## src/rtl/ctl_pkg.sv

```systemverilog
// Shared types, character codes and byte classifiers for the command token lexer.
// No dependencies; every other file of the lexer imports this package.
package ctl_pkg;

  localparam int OFFSET_BITS_DEF = 16;
  localparam int FIELD_BITS = 16;
  localparam int BATCH_MAX = 3;

  typedef enum logic [2:0] {
    KIND_END      = 3'd0,
    KIND_BEGIN    = 3'd1,
    KIND_END_NEST = 3'd2,
    KIND_NAME     = 3'd3,
    KIND_NUMBER   = 3'd4,
    KIND_KEYWORD  = 3'd5,
    KIND_ERROR    = 3'd6,
    KIND_DONE     = 3'd7
  } token_kind_t;

  typedef enum logic [2:0] {
    MODE_IDLE        = 3'd0,
    MODE_NAME        = 3'd1,
    MODE_NAME_SKIP   = 3'd2,
    MODE_NUMBER      = 3'd3,
    MODE_NUMBER_SKIP = 3'd4,
    MODE_KEYWORD     = 3'd5
  } scan_mode_t;

  localparam logic [7:0] CH_NUL   = 8'h00;
  localparam logic [7:0] CH_TAB   = 8'h09;
  localparam logic [7:0] CH_LF    = 8'h0A;
  localparam logic [7:0] CH_VT    = 8'h0B;
  localparam logic [7:0] CH_FF    = 8'h0C;
  localparam logic [7:0] CH_CR    = 8'h0D;
  localparam logic [7:0] CH_SPACE = 8'h20;
  localparam logic [7:0] CH_BANG  = 8'h21;
  localparam logic [7:0] CH_QUOTE = 8'h22;
  localparam logic [7:0] CH_OPEN  = 8'h28;
  localparam logic [7:0] CH_CLOSE = 8'h29;
  localparam logic [7:0] CH_STAR  = 8'h2A;
  localparam logic [7:0] CH_PLUS  = 8'h2B;
  localparam logic [7:0] CH_MINUS = 8'h2D;
  localparam logic [7:0] CH_SLASH = 8'h2F;
  localparam logic [7:0] CH_ZERO  = 8'h30;
  localparam logic [7:0] CH_NINE  = 8'h39;
  localparam logic [7:0] CH_QMARK = 8'h3F;
  localparam logic [7:0] CH_UP_A  = 8'h41;
  localparam logic [7:0] CH_UP_Z  = 8'h5A;
  localparam logic [7:0] CH_LO_A  = 8'h61;
  localparam logic [7:0] CH_LO_Z  = 8'h7A;

  // One result as it travels from the step logic to the output port.
  typedef struct packed {
    token_kind_t           kind;
    logic [FIELD_BITS-1:0] start;
    logic [FIELD_BITS-1:0] length;
    logic [FIELD_BITS-1:0] consumed;
    logic                  in_token;
    logic                  run_end;
  } result_t;

  function automatic logic is_digit(input logic [7:0] c);
    return c inside {[CH_ZERO:CH_NINE]};
  endfunction

  function automatic logic is_kw_char(input logic [7:0] c);
    return (c inside {[CH_LO_A:CH_LO_Z], [CH_UP_A:CH_UP_Z]}) ||
           (c inside {CH_BANG, CH_QMARK, CH_MINUS, CH_STAR, CH_PLUS, CH_SLASH});
  endfunction

  function automatic logic is_terminator(input logic [7:0] c);
    return c inside {CH_NUL, CH_SPACE, CH_LF, CH_CLOSE};
  endfunction

endpackage

```

## src/rtl/ctl_step.sv

```systemverilog
// Combinational next-state and result logic for one byte of the lexer.
// Depends on ctl_pkg for the mode and kind codes, classifiers and result type.
module ctl_step #(
  parameter int OFFSET_BITS = ctl_pkg::OFFSET_BITS_DEF
) (
  input  ctl_pkg::scan_mode_t   mode,
  input  logic [OFFSET_BITS-1:0] pos,
  input  logic [OFFSET_BITS-1:0] origin,
  input  logic [7:0]             data_byte,
  input  logic                   final_byte,
  output ctl_pkg::scan_mode_t   mode_next,
  output logic [OFFSET_BITS-1:0] pos_next,
  output logic [OFFSET_BITS-1:0] origin_next,
  output ctl_pkg::result_t       batch [ctl_pkg::BATCH_MAX],
  output logic [1:0]             batch_count
);
  import ctl_pkg::*;

  localparam logic [OFFSET_BITS-1:0] POS_MAX = '1;

  function automatic logic [FIELD_BITS-1:0] clip(input logic [OFFSET_BITS-1:0] v);
    logic [OFFSET_BITS+FIELD_BITS-1:0] e;
    e = {{FIELD_BITS{1'b0}}, v};
    return (e[OFFSET_BITS+FIELD_BITS-1:FIELD_BITS] != '0) ? '1 : e[FIELD_BITS-1:0];
  endfunction

  function automatic result_t make_res(input token_kind_t k,
                                       input logic [OFFSET_BITS-1:0] s,
                                       input logic [OFFSET_BITS-1:0] l,
                                       input logic [OFFSET_BITS-1:0] cons,
                                       input logic ins);
    result_t r;
    r.kind     = k;
    r.start    = clip(s);
    r.length   = clip(l);
    r.consumed = clip(cons);
    r.in_token = ins;
    r.run_end  = 1'b0;
    return r;
  endfunction

  scan_mode_t             mode_tok;
  logic [OFFSET_BITS-1:0] origin_tok;
  logic [OFFSET_BITS-1:0] pos_inc;
  logic [OFFSET_BITS-1:0] name_start;
  logic                   do_top;
  logic                   have_a, have_b;
  result_t                res_a, res_b, res_c;
  logic [1:0]             n;

  always_comb begin
    mode_tok   = mode;
    origin_tok = origin;
    do_top     = 1'b0;
    have_a     = 1'b0;
    have_b     = 1'b0;
    res_a      = make_res(KIND_ERROR, origin, '0, '0, 1'b0);
    res_b      = make_res(KIND_ERROR, pos, '0, '0, 1'b0);
    name_start = (origin == POS_MAX) ? POS_MAX : origin + OFFSET_BITS'(1);

    case (mode)
      MODE_NAME: begin
        if (data_byte inside {CH_NUL, CH_LF, CH_CR, CH_VT, CH_FF}) begin
          mode_tok = MODE_NAME_SKIP;
        end else if (data_byte == CH_QUOTE) begin
          have_a   = 1'b1;
          res_a    = make_res(KIND_NAME, name_start,
                              (pos >= name_start) ? pos - name_start : '0, '0, 1'b0);
          mode_tok = MODE_IDLE;
        end
      end
      MODE_NAME_SKIP: begin
        if (data_byte == CH_QUOTE) begin
          have_a   = 1'b1;
          mode_tok = MODE_IDLE;
        end
      end
      MODE_NUMBER: begin
        if (is_terminator(data_byte)) begin
          have_a   = 1'b1;
          res_a    = make_res(KIND_NUMBER, origin, pos - origin, '0, 1'b0);
          mode_tok = MODE_IDLE;
          do_top   = 1'b1;
        end else if (!is_digit(data_byte)) begin
          mode_tok = MODE_NUMBER_SKIP;
        end
      end
      MODE_NUMBER_SKIP: begin
        if (data_byte inside {CH_NUL, CH_LF, CH_CLOSE}) begin
          have_a   = 1'b1;
          mode_tok = MODE_IDLE;
          do_top   = 1'b1;
        end
      end
      MODE_KEYWORD: begin
        if (is_terminator(data_byte)) begin
          have_a   = 1'b1;
          res_a    = make_res(KIND_KEYWORD, origin, pos - origin, '0, 1'b0);
          mode_tok = MODE_IDLE;
          do_top   = 1'b1;
        end else if (!is_kw_char(data_byte) && !is_digit(data_byte)) begin
          have_a   = 1'b1;
          mode_tok = MODE_IDLE;
          do_top   = 1'b1;
        end
      end
      default: begin
        mode_tok = MODE_IDLE;
        do_top   = 1'b1;
      end
    endcase

    // Top-level handling of a fresh byte or a terminator that ended a token.
    if (do_top) begin
      if (data_byte inside {CH_SPACE, CH_CR, CH_TAB}) begin
        have_b = 1'b0;
      end else if (data_byte == CH_LF) begin
        have_b = 1'b1;
        res_b  = make_res(KIND_END, pos, OFFSET_BITS'(1), '0, 1'b0);
      end else if (data_byte == CH_OPEN) begin
        have_b = 1'b1;
        res_b  = make_res(KIND_BEGIN, pos, OFFSET_BITS'(1), '0, 1'b0);
      end else if (data_byte == CH_CLOSE) begin
        have_b = 1'b1;
        res_b  = make_res(KIND_END_NEST, pos, OFFSET_BITS'(1), '0, 1'b0);
      end else if (data_byte == CH_QUOTE) begin
        mode_tok   = MODE_NAME;
        origin_tok = pos;
      end else if (is_digit(data_byte)) begin
        mode_tok   = MODE_NUMBER;
        origin_tok = pos;
      end else if (is_kw_char(data_byte)) begin
        mode_tok   = MODE_KEYWORD;
        origin_tok = pos;
      end else begin
        have_b = 1'b1;
      end
    end

    pos_inc = (pos == POS_MAX) ? pos : pos + OFFSET_BITS'(1);

    // The end-of-input summary, after which everything starts over.
    if (mode_tok != MODE_IDLE) begin
      res_c = make_res(KIND_DONE, '0, '0, origin_tok, 1'b1);
    end else begin
      res_c = make_res(KIND_DONE, '0, '0, pos_inc, 1'b0);
    end

    if (final_byte) begin
      mode_next   = MODE_IDLE;
      pos_next    = '0;
      origin_next = '0;
    end else begin
      mode_next   = mode_tok;
      pos_next    = pos_inc;
      origin_next = origin_tok;
    end

    // Pack the results in order and flag the last one of the byte.
    n        = 2'd0;
    batch[0] = res_a;
    batch[1] = res_b;
    batch[2] = res_c;
    if (have_a) begin
      batch[n] = res_a;
      n        = n + 2'd1;
    end
    if (have_b) begin
      batch[n] = res_b;
      n        = n + 2'd1;
    end
    if (final_byte) begin
      batch[n] = res_c;
      n        = n + 2'd1;
    end
    if (n != 2'd0) begin
      batch[n - 2'd1].run_end = 1'b1;
    end
    batch_count = n;
  end

endmodule

```

## src/rtl/ctl_queue.sv

```systemverilog
// Result queue of the lexer: takes a batch of up to three results at once and
// hands them out one per cycle while pop is asserted. Depends on ctl_pkg for the result type.
module ctl_queue (
  input  logic               clk,
  input  logic               rst,
  input  logic               load,
  input  ctl_pkg::result_t   batch [ctl_pkg::BATCH_MAX],
  input  logic [1:0]         batch_count,
  input  logic               pop,
  output ctl_pkg::result_t   head,
  output logic               head_valid,
  output logic               can_load
);
  import ctl_pkg::*;

  localparam int DEPTH = BATCH_MAX + 1;

  result_t    slots [DEPTH];
  result_t    slots_next [DEPTH];
  logic [2:0] count;
  logic [2:0] count_next;
  logic [2:0] base;
  logic [2:0] k;

  // Room for a full batch remains once at most one result is left.
  assign base       = count - {2'b00, pop};
  assign can_load   = (base <= 3'd1);
  assign head       = slots[0];
  assign head_valid = (count != 3'd0);

  always_comb begin
    k = 3'd0;
    for (int j = 0; j < DEPTH; j++) begin
      if (pop && j < DEPTH - 1) begin
        slots_next[j] = slots[j + 1];
      end else begin
        slots_next[j] = slots[j];
      end
      k = 3'(j) - base;
      if (load && 3'(j) >= base && k < {1'b0, batch_count}) begin
        slots_next[j] = batch[k[1:0]];
      end
    end
    count_next = base + (load ? {1'b0, batch_count} : 3'd0);
  end

  always_ff @(posedge clk) begin
    if (rst) begin
      count <= 3'd0;
    end else begin
      count <= count_next;
    end
  end

  always_ff @(posedge clk) begin
    for (int j = 0; j < DEPTH; j++) begin
      slots[j] <= slots_next[j];
    end
  end

endmodule

```

## src/rtl/command_token_lexer_core.sv

```systemverilog
// A request's results are registered in the result queue before they reach the outputs.
// Throughput: one byte per cycle while each byte yields at most one result and out_stall is
// low; the output port hands out one result per cycle, so a byte with two or three results
// holds it longer. The four-entry result queue sets that figure: a new byte is taken whenever
// at most one result will remain queued after this cycle.
// Reset (rst, synchronous): scan mode goes idle, offsets clear, the result queue empties.
module command_token_lexer_core #(
  parameter int OFFSET_BITS = ctl_pkg::OFFSET_BITS_DEF
) (
  input  logic        clk,
  input  logic        rst,
  input  logic        in_valid,
  output logic        in_stall,
  input  logic [7:0]  data_byte,
  input  logic        final_byte,
  output logic        out_valid,
  input  logic        out_stall,
  output logic [2:0]  token_kind,
  output logic [15:0] token_start,
  output logic [15:0] token_length,
  output logic [15:0] consumed_count,
  output logic        ended_inside_token,
  output logic        run_end
);
  import ctl_pkg::*;

  // Lexer state: what kind of token is open, where the next byte sits and
  // where the open token began.
  scan_mode_t             mode;
  logic [OFFSET_BITS-1:0] pos;
  logic [OFFSET_BITS-1:0] origin;

  scan_mode_t             mode_next;
  logic [OFFSET_BITS-1:0] pos_next;
  logic [OFFSET_BITS-1:0] origin_next;

  result_t    batch [BATCH_MAX];
  logic [1:0] batch_count;
  result_t    head;
  logic       head_valid;
  logic       can_load;
  logic       accept;
  logic       pop;

  // A request is taken whenever the queue has room for everything it could
  // produce, even while a result is still waiting downstream.
  assign in_stall = !can_load;
  assign accept   = in_valid && can_load;
  assign pop      = head_valid && !out_stall;

  // The whole per-byte decision is a single combinational pass.
  ctl_step #(
    .OFFSET_BITS(OFFSET_BITS)
  ) u_step (
    .mode       (mode),
    .pos        (pos),
    .origin     (origin),
    .data_byte  (data_byte),
    .final_byte (final_byte),
    .mode_next  (mode_next),
    .pos_next   (pos_next),
    .origin_next(origin_next),
    .batch      (batch),
    .batch_count(batch_count)
  );

  always_ff @(posedge clk) begin
    if (rst) begin
      mode   <= MODE_IDLE;
      pos    <= '0;
      origin <= '0;
    end else if (accept) begin
      mode   <= mode_next;
      pos    <= pos_next;
      origin <= origin_next;
    end
  end

  // Results are registered here and drained one per cycle while out_stall is low.
  ctl_queue u_queue (
    .clk        (clk),
    .rst        (rst),
    .load       (accept),
    .batch      (batch),
    .batch_count(batch_count),
    .pop        (pop),
    .head       (head),
    .head_valid (head_valid),
    .can_load   (can_load)
  );

  assign out_valid          = head_valid;
  assign token_kind         = head.kind;
  assign token_start        = head.start;
  assign token_length       = head.length;
  assign consumed_count     = head.consumed;
  assign ended_inside_token = head.in_token;
  assign run_end            = head.run_end;

endmodule

```

## config.mk

```make
export PLATFORM = sky130hd
export DESIGN_NAME = command_token_lexer_core
export DESIGN_NICKNAME = d
export VERILOG_FILES = /design/src/rtl/ctl_pkg.sv /design/src/rtl/ctl_step.sv /design/src/rtl/ctl_queue.sv /design/src/rtl/command_token_lexer_core.sv
export SDC_FILE = /design/constraint.sdc
export NUM_CORES = 1
export LEC_CHECK = 0
export BUFFER_PORTS_ARGS = -buffer_cell sky130_fd_sc_hd__buf_2
export CAP_MARGIN = 40
export CORE_ASPECT_RATIO = 0.5
export CORE_MARGIN = 8
export CORE_UTILIZATION = 55
export CTS_CLUSTER_DIAMETER = 40
export DETAILED_ROUTE_END_ITERATION = 10
export GPL_ROUTABILITY_DRIVEN = 1
export PLACE_DENSITY = 0.79
export SLEW_MARGIN = 20
export SYNTH_ARGS = -nofsm -noshare
export SYNTH_HDL_FRONTEND = slang
export SYNTH_SLANG_ARGS = --single-unit
```

## constraint.sdc

```tcl
create_clock -name clk -period 12.3 [get_ports clk]
set_input_delay 1.845 -clock clk [delete_from_list [all_inputs] [get_ports clk]]
set_output_delay 1.845 -clock clk [all_outputs]
set_load 0.1 [all_outputs]
```

# --- Word-level counts from Yosys, hierarchy flattened ---
# Memory sizes are Yosys's and may differ from the RTL's.
# Index checks and enable logic that the tools add are counted.
classes:
  order_cmp: 26
  n_eq_ne: 22
  mux: 92
  n_reduce_logical: 33
  n_addsub: 13
  bitwise_logic: 7
op_table:
  columns: ["op", "count"]
  rows:
  - ["two-way mux 53 bit", 24]
  - ["bitwise mux 159 bit", 3]
  - ["two-way mux 159 bit", 3]
  - ["binary-select mux 53 bit (select 2 bit)", 4]
  - ["demux 53 bit (select 2 bit)", 3]
  - ["two-way mux 16 bit", 13]
  - ["case mux 53 bit (3 select lines)", 1]
  - ["two-way mux 52 bit", 2]
  - ["== test 8 x 6 -> 1 bit, second input constant", 10]
  - ["two-way mux 3 bit", 16]
  - ["== test 8 x 4 -> 1 bit, second input constant", 5]
  - ["adder 16 x 1 -> 16 bit, second input constant", 2]
  - ["== test 16 bit, second input constant", 2]
  - ["subtractor 16 bit", 2]
  - ["greater-or-equal comparator 3 bit, second input constant", 7]
  - ["two-way mux 18 bit", 1]
  - ["NOT 2 -> 3 bit", 6]
  - ["logical AND 1 bit", 17]
  - ["greater-or-equal comparator 16 bit", 1]
  - ["greater-or-equal comparator 8 x 7 -> 1 bit, second input constant", 2]
  - ["<= comparator 8 x 7 -> 1 bit, second input constant", 2]
  - ["two-way mux 1 bit", 16]
  - ["case mux 3 bit (5 select lines)", 1]
  - ["less-than comparator 3 x 2 -> 1 bit", 4]
  - ["other kinds (29)", 46]
totals:
  ramBits: 212
  regBits: 38
  in_bits: 13
  output_inout_bits: 55
  mem_count: 1
  word_cells: 198
memory_table:
  columns: ["memory", "depth", "width", "read_ports", "rd_ports_with_merged_regs", "write_ports", "line", "text"]
  rows:
  - ["u_queue.slots", 4, 53, 4, 0, 4, "ctl_queue.sv:18", "result_t slots [DEPTH];"]

# --- Depth between registers and ports, before layout ---
logic_depth:
  depth_word: 29
  ltp_mapped: 22
  mapped_depth_nobuf: 18

# --- Hierarchy ---
# From an unflattened synthesis, not the netlist that was laid out.
unflattened:
  cells_unflattened: 2090
  area_unflattened_um2: 19806.5
modules_own_cells:
  columns: ["mod", "instances", "cells_each", "area_each_um2", "seq_area_each_um2"]
  rows:
  - ["ctl_queue", 1, 1106, 12971.2, 6426.2]
  - ["ctl_step", 1, 821, 5116.2, 0.0]
  - ["command_token_lexer_core", 1, 163, 1719.1, 700.7]

# --- Least setup slack after synthesis ---
# Ideal clock, no wire load.
synth_path:
  kind: "input to register"
  from: "in data_byte[2]"
  to: "mem u_queue.slots[3][0] (netlist bit) (enable)"
  t_arrival_ps: 9438
  n_path_buf: 1
  required_ps: 11705
  setup_slack_ps: 2267
  cell_stages: 14
  setup_time_ps: 595
  cell_sequence: "buf_2 -> and2_1 -> o211ai_1 -> nand2_1 -> o21a_1 -> or4_4 -> nor2_1 -> inv_1 -> ha_1 -> nand2_1 -> o21ai_1 -> ha_1 -> a21oi_1 -> nor4_1"
synth_lines:
  columns: ["element", "line", "text"]
  rows:
  - ["start, declared", "command_token_lexer_core.sv:14", "input logic [7:0] data_byte,"]
  - ["end, declared", "ctl_queue.sv:18", null]

==> out/qor.yml <==
outcome:
  status: "completed"
die:
  start_util: 0.558
  num_io_pins: 68
  dieArea_um2: 32600
  rows: 42
  dieWidth_um: 247
  die_y_um: 132
  core_area_um2: 26400
logic_synthesis:
  ys_async_sr_fraction: 0
  syn_nets: 1547
  synth_cells: 1481
  syn_area_um2: 14700
  yosys-top-cells-area: "edfxtp_1 (43%), dfxtp_1 (5.2%), a22o_1 (4.6%), ha_1 (4.2%), nand2_1 (3.7%)"
  synth_seq_area_share: 0.484
  synthFlopType: "edfxtp_1"
  yosysWarnings: 0
  synth_top_area_frac: 0.432
  synth_enable_flop_cells: 212
  yosysUniqueCellTypes: 83
  ys_seq_elements: 250
  syn-mean-instance-area_um2: 9.94
  synth.largest_area_cell: "edfxtp_1"
power:
  peakVddDrop_v: 0.000270
  powerDensity_nw_per_um2: 284
  p_leak_nw: 6.02
cts:
  htreeDepth: 1
  clockBufferDepth: 3
  cts_setup_buffers: 0
  cts_tree: "yes"
  root_buffer: "clkbuf_16"
  path_clk_slew_ns: 0.07
  ctsHoldBuffers: 0
  clk_latency_ns: 0.56
  cts_inserted_buffers: 29
  cts_sinks: 250
  postCtsResizedCells: 0
grt:
  grt_max_degree: 78
  grt.total_usage: 0.270
  grt_pass1_vias: 11500
  grt_pass1_wl_um: 69100
  antenna_found_initial: 2
  gr-total-overflow: 0
finish:
  final_common_cell: "edfxtp_1"
  antenna_cells: 0
  layout_common_cells: "edfxtp_1 (212), nor2_1 (144), nand2_1 (142)"
  nNetsFinal: 1568
  final_cell_area_um2: 16300
  drive_gt1_frac: 0.134
  area_growth_pct: 10.7
critical_path:
  critPathMaxStageDelay_ns: 0.65
  crit_type: "in -> reg"
  crit_buf_inv: 6
  cpMaxStageDelayCell: "ha_1"
  endpoint_kind: "flip-flop"
  worst-path-max-fanout: 76
  cp_cell_sequence: "buf_2 > nand2b_1 > inv_1 > ha_1 > ha_1 > clkinv_1 > ha_1 > clkinv_1 > ha_1 > a21oi_1 > a21oi_1 > or4_2 > buf_4 > buf_16 > or3_1 > o21ai_0"
  cpLargestDelayFamily: "adder cells"
  critPathLaunchType: "primary input"
  r2r_slack_ns: 5.84
  required_ns: 12.69
  arrival_ns: 7.51
  crit_top_cell: "ha_1"
sta:
  slew_violations: 0
  max_freq_ghz: 0.140
  setup_tns_ns: 0
  finalCritPeriodShare: 0.579
  rsz0062_at_grt: "no"
  fin_skew_ns: 0.0150
  period_needed_ns: 7.12
  worstMarginPinSlew_ns: 0.873
  hold_viol_final: 0
  slew_headroom: 0.414
  finalSetupViolCount: 0
placed_design:
  placed_cell_area_um2: 15300
  io_buffers: 67
  place.gp.congestion: 1.01
  dp_hpwl_um: 32500
drt:
  avgRoutedWirePerCell_um: 24.3
  drtIter0Drc: 2011
  viasPerCell: 6.71
  drc: 0
  drt_wl_total_um: 45600
  dr.pass1.iters: 6
  ant_nets: 0
  via_count: 12600
min_path:
  hold_class: "reg -> reg"
job:
  maxCapViolCount: 0
[metal layers]
metal  up-vias  wire [um]  track usage
met4         0        551       0.0399
li1       5647          -            -
met5         -          0            0
met1      6031      19400        0.401
met3        62       6930       0.0904
met2       859      18700        0.384
[state kept, by name (all words and copies together) (netlist names)]
register / cells
mode: 3
origin: 16
pos: 16
u_queue.count: 3
u_queue.slots: 212
[Yosys cell counts, types with 22 or more instances]
| cell | number |
|---|---|
| edfxtp_1 | 212 |
| nand2_1 | 145 |
| nor2_1 | 144 |
| clkbuf_1 | 93 |
| a21oi_1 | 83 |
| a22o_1 | 78 |
| o21ai_0 | 78 |
| a22oi_1 | 56 |
| ha_1 | 50 |
| inv_1 | 47 |
| nor3_1 | 43 |
| dfxtp_1 | 38 |
| o31ai_1 | 38 |
| nand3_1 | 34 |
| xnor2_1 | 28 |
| a31oi_1 | 22 |
| and2_1 | 22 |
[layout make-up]
type                            count  area, um^2
Inverter                           49         184
Clock buffer                       33         762
Sequential cell                   250        7130
Timing Repair Buffer              101         636
Tap cell                          352         440
Fill cell                        2171       10100
Multi-Input combinational cell   1071        6970
Clock inverter                     21         183
[cells by family after synthesis]
family          Yosys count  synth area share
buf+inv                 160            0.0438
compound gates          477             0.234
simple gates            488             0.159
fa+ha+maj                53            0.0466
mux                      12           0.00884
xor+xnor                 41            0.0244
flops                   250             0.484
[final timing paths]
kind                                           start                    to  cells after the start
worst max-delay path                       out_stall  u_queue.slots[0][24]                     16
worst max register to register      u_queue.count[2]  u_queue.slots[0][24]                     16
worst min-delay path            u_queue.slots[3][18]  u_queue.slots[2][18]                      2
worst min register to register  u_queue.slots[3][18]  u_queue.slots[2][18]                      2
[where the power goes]
group	switching (mW)	internal, mW	leakage [nW]
combinational	1.71	0.503	3.24
clock	0.377	0.478	0.468
sequential	0.107	1.46	2.31
total	2.19	2.44	6.02
[tightest hold or removal path: stages, from the launching register on]
cell	delay [ns]
edfxtp_1	0.33
nand2_1	0.05
o41ai_1	0.05
[through the flow]
| stage | hold WS, ns | utilization | std cells | setup slack [ns] | power, mW |
|---|---|---|---|---|---|
| 5_1_grt | 0.531 | 0.618 | 1877 | 4.92 | 4.81 |
| 3_5_place_dp | 0.502 | 0.580 | 1820 | 4.65 | 3.75 |
| 2_1_floorplan | 0.489 | - | 1481 | 2.27 | 3.22 |
| 3_3_place_gp | 0.496 | 0.578 | 1814 | 4.70 | 3.65 |
| 4_1_cts | 0.489 | 0.616 | 1874 | 5.23 | 4.60 |
| 6_report | 0.517 | 0.618 | 1877 | 5.18 | 4.63 |
No activity file was read; power rests on OpenSTA's default activity.
